### src/rtl/assert_macros.svh
// assertion macros used by the detector top level
// no dependencies; define ASSERT_OFF to compile the checks out
`ifndef ASSERT_MACROS_SVH
`define ASSERT_MACROS_SVH

`ifndef ASSERT_OFF

// expression holds at every clock edge outside reset
`define ASSERT_ALWAYS(label, clk, rst, expr) \
  label: assert property (@(posedge clk) disable iff (rst) (expr)) \
    else $error("assertion failed");

// consequent holds in the same cycle as the antecedent
`define ASSERT_IMPLIES(label, clk, rst, ante, cons) \
  label: assert property (@(posedge clk) disable iff (rst) (ante) |-> (cons)) \
    else $error("assertion failed");

// consequent holds in the cycle after the antecedent
`define ASSERT_NEXT(label, clk, rst, ante, cons) \
  label: assert property (@(posedge clk) disable iff (rst) (ante) |=> (cons)) \
    else $error("assertion failed");

`else

`define ASSERT_ALWAYS(label, clk, rst, expr)
`define ASSERT_IMPLIES(label, clk, rst, ante, cons)
`define ASSERT_NEXT(label, clk, rst, ante, cons)

`endif

`endif

### src/rtl/epp_pkg.sv
// constants, register indexes and inter-module structs of the palindrome prefix detector
// no dependencies
package epp_pkg;

  localparam int MAX_LEN   = 1024;
  localparam int CNT_W     = $clog2(MAX_LEN + 1);
  localparam int ADDR_W    = $clog2(MAX_LEN);
  localparam int SYM_W     = 20;
  localparam int HASH_W    = 24;
  localparam int MOD_W     = HASH_W + 1;
  localparam int LEN_W     = 11;
  localparam int CFG_IDX_W = 2;

  localparam logic [CFG_IDX_W-1:0] REG_HASH_BASE    = CFG_IDX_W'(0);
  localparam logic [CFG_IDX_W-1:0] REG_HASH_MODULUS = CFG_IDX_W'(1);

  localparam logic [HASH_W-1:0] BASE_RESET = HASH_W'(999983);
  localparam logic [HASH_W-1:0] MOD_RESET  = HASH_W'(10004983);

  localparam logic [CNT_W-1:0] COUNT_FULL = CNT_W'(MAX_LEN);
  localparam logic [LEN_W-1:0] LEN_FULL   = LEN_W'(MAX_LEN);

  // operations of the shared modular unit
  localparam logic OP_MUL = 1'b0;
  localparam logic OP_ADD = 1'b1;

  typedef struct packed {
    logic              start;
    logic              op;
    logic [HASH_W-1:0] a;
    logic [HASH_W-1:0] b;
  } mod_req_t;

  typedef struct packed {
    logic              busy;
    logic              done;
    logic [HASH_W-1:0] value;
  } mod_rsp_t;

  typedef struct packed {
    logic             en;
    logic [ADDR_W-1:0] addr;
    logic [SYM_W-1:0] data;
  } store_wr_t;

  typedef struct packed {
    logic             start;
    logic [CNT_W-1:0] length;
  } walk_req_t;

  typedef struct packed {
    logic busy;
    logic done;
    logic match;
  } walk_rsp_t;

endpackage

### src/rtl/epp_modunit.sv
// shared modular arithmetic unit: a*b mod q one bit of b per cycle, or a+b mod q
// depends on epp_pkg
module epp_modunit
  import epp_pkg::*;
(
  input  logic             clk,
  input  logic             rst,
  input  logic [MOD_W-1:0] modulus,
  input  mod_req_t         req,
  output mod_rsp_t         rsp
);

  localparam int STEP_W = $clog2(HASH_W + 1);

  logic              busy;
  logic              done;
  logic              op;
  logic [HASH_W-1:0] opa;
  logic [HASH_W-1:0] opb;
  logic [HASH_W-1:0] acc;
  logic [STEP_W-1:0] steps;

  logic [MOD_W:0] q_ext;
  logic [MOD_W:0] dbl;
  logic [MOD_W:0] dbl_red;
  logic [MOD_W:0] addend;
  logic [MOD_W:0] sum;
  logic [MOD_W:0] sum_red;

  // acc and opa stay below q, so each sum needs one conditional subtract
  always_comb begin
    q_ext = {1'b0, modulus};
    dbl   = {1'b0, acc, 1'b0};
    if (dbl >= q_ext) begin
      dbl_red = dbl - q_ext;
    end else begin
      dbl_red = dbl;
    end
    addend = opb[HASH_W-1] ? {2'b00, opa} : '0;
    if (op == OP_ADD) begin
      dbl_red = {2'b00, opa};
      addend  = {2'b00, opb};
    end
    sum = dbl_red + addend;
    if (sum >= q_ext) begin
      sum_red = sum - q_ext;
    end else begin
      sum_red = sum;
    end
  end

  always_ff @(posedge clk) begin
    if (rst) begin
      busy <= 1'b0;
      done <= 1'b0;
    end else begin
      done <= 1'b0;
      if (req.start) begin
        busy  <= 1'b1;
        op    <= req.op;
        opa   <= req.a;
        opb   <= req.b;
        acc   <= '0;
        steps <= (req.op == OP_ADD) ? STEP_W'(1) : STEP_W'(HASH_W);
      end else if (busy) begin
        acc   <= sum_red[HASH_W-1:0];
        opb   <= {opb[HASH_W-2:0], 1'b0};
        steps <= steps - 1'b1;
        if (steps == STEP_W'(1)) begin
          busy <= 1'b0;
          done <= 1'b1;
        end
      end
    end
  end

  assign rsp = '{busy: busy, done: done, value: acc};

endmodule

### config.mk
export PLATFORM = sky130hd
export DESIGN_NAME = epp_modunit
export DESIGN_NICKNAME = d
export VERILOG_FILES = /design/src/rtl/assert_macros.svh /design/src/rtl/epp_pkg.sv /design/src/rtl/epp_modunit.sv
export SDC_FILE = /design/constraint.sdc
export NUM_CORES = 1
export LEC_CHECK = 0
export BUFFER_PORTS_ARGS = -buffer_cell sky130_fd_sc_hd__buf_2
export CORE_MARGIN = 2
export CORE_UTILIZATION = 55
export CTS_BUF_LIST = sky130_fd_sc_hd__clkbuf_4
export DETAILED_ROUTE_END_ITERATION = 12
export PLACE_DENSITY = 0.88
export SKIP_CTS_REPAIR_TIMING = 1
export SYNTH_ARGS = -nofsm -noshare
export SYNTH_HDL_FRONTEND = slang
export SYNTH_SLANG_ARGS = --single-unit
### constraint.sdc
create_clock -name clk -period 13.5 [get_ports clk]
set_clock_uncertainty 0.05 [all_clocks]
set_input_delay 1.35 -clock clk [delete_from_list [all_inputs] [get_ports clk]]
set_output_delay 1.35 -clock clk [all_outputs]
set_load 0.005 [all_outputs]
# After elaboration in Yosys (flattened, before gate mapping)
# Cells that the tools add are included.
# word_totals
regBits,80
latch_bits,0
mem_bits_rw,0
mem_bits_ro,0
output_inout_bits,26
wordCells,35
memories,0
# classes
addsub,4
n_mul,0
n_div,0
n_lt_le_gt_ge,2
eq_ne,1
shifts,0
mux,15
bitwise_logic,2
reduce_logical,4
# ops
op,n
$mux 24,6
$mux 26,2
$add 26x24->26,1
$ge 26x25->1,1
$sub 25x25->26,1
$ge 25x25->1,1
$sub 24x24->24,1
$mux 5,3
$eq 5x1->1 const B,1
$sub 5x1->5 const B,1
$mux 1,4
$reduce_and 2->1,2
$reduce_or 3->1,1
$not 1->1,2
$reduce_bool 2->1,1

# Longest topological paths before layout
# depth
word_depth,7
ltp_mapped,34
depth_no_buf,29

# Worst setup path after synthesis
# Ideal clock, no wire load.
# synth_path
path_type,input port to flip-flop
start,in modulus[19]
end,reg acc[6] (data pin)
t_arrival_ps,7463
required_ps,13182
setup_slack_ps,5719
stages,32
path_buffers,5
path_cell_list,inv_1 ha_1 buf_2 nand2_1 o211a_1 nor3_1 o31a_1 o21a_1 clkbuf_1 clkbuf_1 a21oi_1 mux2_2 ha_1 a21oi_1 nor2_1 o41ai_1 nand4_1 a31o_2 a21oi_1 xnor2_1 ha_1 clkbuf_1 a21o_1 a21o_1 a21oi_1 a21oi_1 o31a_1 a211o_1 a21o_1 nor3_2 buf_6 o31ai_1
# synth_between
elab_chain_len,7
elab_cells_between_ends,9
cone_classes,3 x add/sub; 2 x order compare; 4 x mux
# synth_lines
element,line_no,source
start: declaration,epp_modunit.sv:8,"input logic [MOD_W-1:0] modulus,"
$sub 25x25->26 / $ge 25x25->1 (equally long branches),"epp_modunit.sv:35, epp_modunit.sv:34",
$mux 26,epp_modunit.sv:34,if (dbl >= q_ext) begin
$mux 26,epp_modunit.sv:40,if (op == OP_ADD) begin
$add 26x24->26,epp_modunit.sv:44,sum = dbl_red + addend;
$ge 26x25->1 / $sub 24x24->24 (equally long branches),"epp_modunit.sv:45, epp_modunit.sv:46",
$mux 24 *,epp_modunit.sv:45,if (sum >= q_ext) begin
$mux 24 *,epp_modunit.sv:65,end else if (busy) begin
end signal: assignment,epp_modunit.sv:66,acc <= sum_red[HASH_W-1:0];
end: declaration,epp_modunit.sv:20,logic [HASH_W-1:0] acc;
# Mark *: on every way between the ends. The rest lies on a longest branch, timed or not. The select of a mux whose other input is x is not followed.
# A chain may end at the register's enable or synchronous reset.

# Worst setup path after layout
# layout_path
start,in modulus[19]
end,reg acc[21] (data pin)
# layout_between
elab_chain_len,7
elab_cells_between_ends,9
cone_classes,3 x add/sub; 2 x order compare; 4 x mux
# layout_lines
element,line_no
$sub 25x25->26 / $ge 25x25->1 (equally long branches),"epp_modunit.sv:35, epp_modunit.sv:34"
$mux 26,epp_modunit.sv:34
$mux 26,epp_modunit.sv:40
$add 26x24->26,epp_modunit.sv:44
$sub 24x24->24 / $ge 26x25->1 (equally long branches),"epp_modunit.sv:46, epp_modunit.sv:45"
$mux 24 *,epp_modunit.sv:45
$mux 24 *,epp_modunit.sv:65
# Marked as above.

==> results.md <==
Drt:
- The detail-routed via count per cell is 6.46.
- Wires add up to 22500 um.
- The average detailed-routed wire length per instance is 19.8 um.
- The number of nets with antenna violations after routing is 0.
- The initial DRC count is 525.
- The number of vias in the routed layout is 7344.
- The number of design rule violations left after detail routing is 0.
- The iteration count of the initial detailed-routing pass is 5.

Synth:
- The synthesized netlist devotes 13.0% of its cell area to simple gates.
- Summing the sequential cell areas from Yosys gives 30.1% of the chip area.
- The mux cell area share after synthesis is 5.67%.
- Yosys mapped a number of flops with a built-in enable equal to 78.
- A synthesized cell averages 9.09 um^2.
- Counting distinct cell types in the post-synthesis netlist gives 71.
- Yosys printed 0 warnings.
- In the synthesized netlist the dominant register cell turns out to be edfxtp_1.
- The number of instances in the synthesized netlist is 871.
- The area of the mapped netlist is 7920 um^2.
- The adder and majority cell fraction of the synthesized area is 12.9%.
- Counting flops and latches in the post-synthesis netlist gives 80.
- The dominant combinational cell family by area after synthesis is compound AO/OA/AOI/OAI gates.
- The synthesized netlist devotes 27.1% of its cell area to compound gates.
- The XOR/XNOR share of the synthesized area is 6.20%.
- Of all flip-flops after synthesis, the portion carrying an async set or reset was 0%.
- The number of nets in the synthesized netlist is 1028.

Critical path:
- On the critical path, the stage with the largest delay is an instance of nor3_2.
- By instance count, the cell type seen most on the critical path is a21oi_1.
- The startpoint identified for the worst register-to-register timing path is acc[6].
- The category of the worst setup path capture point is a flop.
- The maximum fanout count along the critical path is 20.
- The register-to-register setup slack is 5.09 ns.
- For the worst flop-to-flop path, the logic depth is 26.
- STA classifies the critical path startpoint as an input pin.
- At the worst endpoint, the arrival time is 9.02 ns.
- The worst setup path is of the in -> reg kind.
- The worst register-to-register path ends at acc[21].
- The maximum single-stage delay on the critical path is 0.99 ns.
- The data required time at the worst endpoint is 13.66 ns.

Hold path:
- The end point of the most critical hold path is done.
- Counting instances, the worst hold path has a depth of 1.
- The type of the most critical hold path is reg -> reg.
- The startpoint of the lowest-slack hold path is busy.

Floorplan:
- 103 I/O pins were placed.
- The die covers 15400 um^2.
- From bottom edge to top edge, the die measures 124 um.
- The number of placement rows is 43.
- For this configuration, the core starts out at a cell density of 56.6%.
- In this run the horizontal extent of the chip is 124 um.
- After floorplanning, the core was sized to cover 14000 um^2.

Power and ir drop:
- In this run the static leakage power is 3.77 nW.
- The cell internal power dissipation is 1.13 mW.
- The net switching share of the total power is 51.6%.
- The share of total power dissipated in combinational logic is 75.8%.
- The portion of total power attributed to sequential cells is 17.5%.
- Power spread over the standard cell area amounts to 269 nW/um^2.
- The worst-case IR drop observed on VDD is 0.000116 V.
- In this run, the clock network consumes 6.7% of the power.
- The analysis attributes to net switching a power of 1.20 mW.
- The final total power is 2.33 mW.

Timing:
- The transition at the pin with the smallest max-transition slack is 1.17 ns.
- The max-slew headroom at the worst pin is 21.8%.
- The minimum period implied by the final worst setup slack is 8.86 ns.
- For the final routed database, the setup TNS stands at 0 ns.
- The number of hold-slack violations in the final timing report was 0.
- Based on the critical path, the design can be clocked at up to 113 MHz.
- Setup repair after global routing left no endpoint under its margin.
- Final hold analysis gives a worst-case slack of 0.466 ns.
- The count of final max-slew check failures is 0.
- The final critical path takes up 65.6% of the cycle.
- Setup violations remaining at the end of the flow were counted as 0.

Final layout:
- The area of combinational cells with multiple inputs is 5160 um^2.
- The number of nets in the finished design is 1107.
- The filler cells instantiated in the layout total 1233.
- Compared with the post-synthesis result, the final layout area differs by 9.63%.
- The fraction of final layout cells with drive strength greater than 1 is 18.3%.
- Across the whole layout, storage elements account for 2380 um^2.
- The final design area excluding fillers is 8680 um^2.
- The final standard cell count with taps included and fillers excluded is 1136.

Global routing:
- The via count of the first global-routing pass is 6961.
- The remaining global-route overflow is 0.
- The wire length of the first global-routing pass is 35100 um.
- For this run, the total global-route usage over all layers was measured as 29.8%.
- The number of antenna violations at the first check in global routing was 0.
- The maximum number of pins on one net before global-route repair is 50.

Placement:
- The congestion estimate from routability-driven global placement came to 1.00.
- The HPWL reported at the end of detailed placement is 17600 um.
- During placement, the flow inserted port buffers numbering 102.
- The placed instances occupy a cell area of 8530 um^2.
- The number of placed cells counting well taps is 1119.

Clock tree:
- For the worst-skew pair, the clock arrives at the later sink with an insertion delay of 0.49 ns.
- The clock passes through at most 2 buffers.
- The buffer type at the clock tree root is clkbuf_4.
- In this run, CTS created clock tree buffers numbering 9.
- The clock slew at the register clock pins of the worst setup and hold paths is 0.14 ns.
- The total number of H-tree levels is 3.
- The clock sink count is 80.
- The CTS tree is built.

Status:
- The run finished with clean final reports.

Flow run:
- The number of max-cap violations is 0.
## placed cells by master (no fill, tap or decap), types with 5 or more instances in the layout
cell type,netlist,layout
nand3_1,13,13
a311oi_1,8,8
a22o_1,21,21
o21bai_1,6,6
o31a_1,5,5
nor3_1,16,16
a31o_1,6,6
and2_1,5,5
o211ai_1,8,8
mux2_2,31,31
buf_4,2,6
nand2b_1,6,6
or3_1,10,10
buf_2,6,102
ha_1,77,77
o21a_1,21,21
o21ai_0,48,48
nand2_1,59,59
xor2_1,19,19
xnor2_1,37,37
a21o_1,27,27
a21oi_1,72,72
a31oi_1,12,12
clkbuf_4,0,9
nor2b_1,11,11
o31ai_1,16,16
mux2i_1,10,10
nor2_1,50,48
nand4_1,21,21
a211oi_1,14,14
inv_1,55,55
edfxtp_1,78,78
## through the flow
step	util (%)	setup WS, ns
after CTS	62.0	4.79
after detailed placement	61.0	4.27
final	62.0	4.64
after global routing	62.0	4.15
after global placement	61.0	4.55
after floorplan	-	5.72
## state kept, by name, summed over array words and instances, names as in the netlist
signal,count
opb,24
busy,1
acc,24
opa,24
done,1
steps,5
op,1
## cell usage after synthesis (6+ instances only)
cell | instances | area share (%)
or3_1 | 10 | 0.79
o211ai_1 | 8 | 0.76
ha_1 | 77 | 12
mux2i_1 | 10 | 1.3
xor2_1 | 19 | 2.1
nor2b_1 | 11 | 0.87
mux2_2 | 31 | 4.4
o21ai_0 | 48 | 3.0
a22o_1 | 21 | 2.3
a31o_1 | 6 | 0.66
inv_1 | 55 | 2.6
nand2_1 | 59 | 2.8
a21oi_1 | 72 | 4.6
nand4_1 | 21 | 1.7
edfxtp_1 | 78 | 30
nor3_1 | 16 | 1.0
o31ai_1 | 16 | 1.5
nand2b_1 | 6 | 0.47
a21o_1 | 27 | 2.6
nand3_1 | 13 | 0.82
a311oi_1 | 8 | 0.89
xnor2_1 | 37 | 4.1
buf_2 | 6 | 0.38
a211oi_1 | 14 | 1.3
a31oi_1 | 12 | 0.95
clkbuf_1 | 25 | 1.2
o21bai_1 | 6 | 0.57
o21a_1 | 21 | 2.0
nor2_1 | 50 | 2.4
## how the worst max path moves through the flow
stage,startpoint,endpoint,slack (ns),depth (start not counted)
CTS,modulus[19],acc[21],4.79,28
global route,modulus[19],acc[21],4.15,28
floorplan,modulus[19],acc[6],5.72,32
detailed placement,modulus[19],acc[2],4.27,28
global placement,modulus[19],acc[21],4.55,28
finish,modulus[19],acc[21],4.64,28
## area by class of cell
cell class / instances / share of cell area [%]
Multi-Input combinational cell: 695 / 59.4
Sequential cell: 80 / 27.5
Timing Repair Buffer: 108 / 6.40
Tap cell: 180 / 2.60
Inverter: 56 / 2.42
Clock inverter: 7 / 0.894
Clock buffer: 9 / 0.779
Antenna cell: 1 / 0.0288
## kinds of logic (layout without fill, tap and decap cells)
| kind of cell | count (synthesis) | count (layout) |
|---|---|---|
| other | 0 | 1 |
| buffers and inverters | 96 | 180 |
| muxes | 41 | 41 |
| and+or+nand+nor | 210 | 210 |
| xor gates and xnor gates | 56 | 56 |
| adders and majority gates | 80 | 80 |
| DFF | 80 | 80 |
| AOI/OAI and AO/OA | 308 | 308 |
## layer usage
layer / vias to the layer above / wire (um) / part of all wire (%) / GRT usage (%)
li1: 3477 / - / - / -
met1: 3485 / 9200 / 41 / 36.5
met2: 313 / 11000 / 49 / 52.1
met3: 69 / 1430 / 6.3 / 5.04
met4: 0 / 870 / 3.9 / 11.9
met5: - / 0 / 0 / 0
## power by group through the flow
stage	Combinational, mW	Sequential (mW)	Clock, mW
2_1_floorplan	1.33	0.387	0
6_report	1.77	0.409	0.157
3_5_place_dp	1.71	0.410	0
4_1_cts	1.73	0.405	0.157
3_3_place_gp	1.69	0.412	0
5_1_grt	1.93	0.408	0.167
## critical path, delay by kind of cell
kind,cells,cell delay [ns]
AND/OR/NAND/NOR,5,1.75
buffers and inverters,2,0.13
AO/OA/AOI/OAI,15,3.88
XOR/XNOR,1,0.23
adder cells (fa/ha/maj),3,1.18
multiplexers,2,0.50
(Power assumes the default switching activity.)
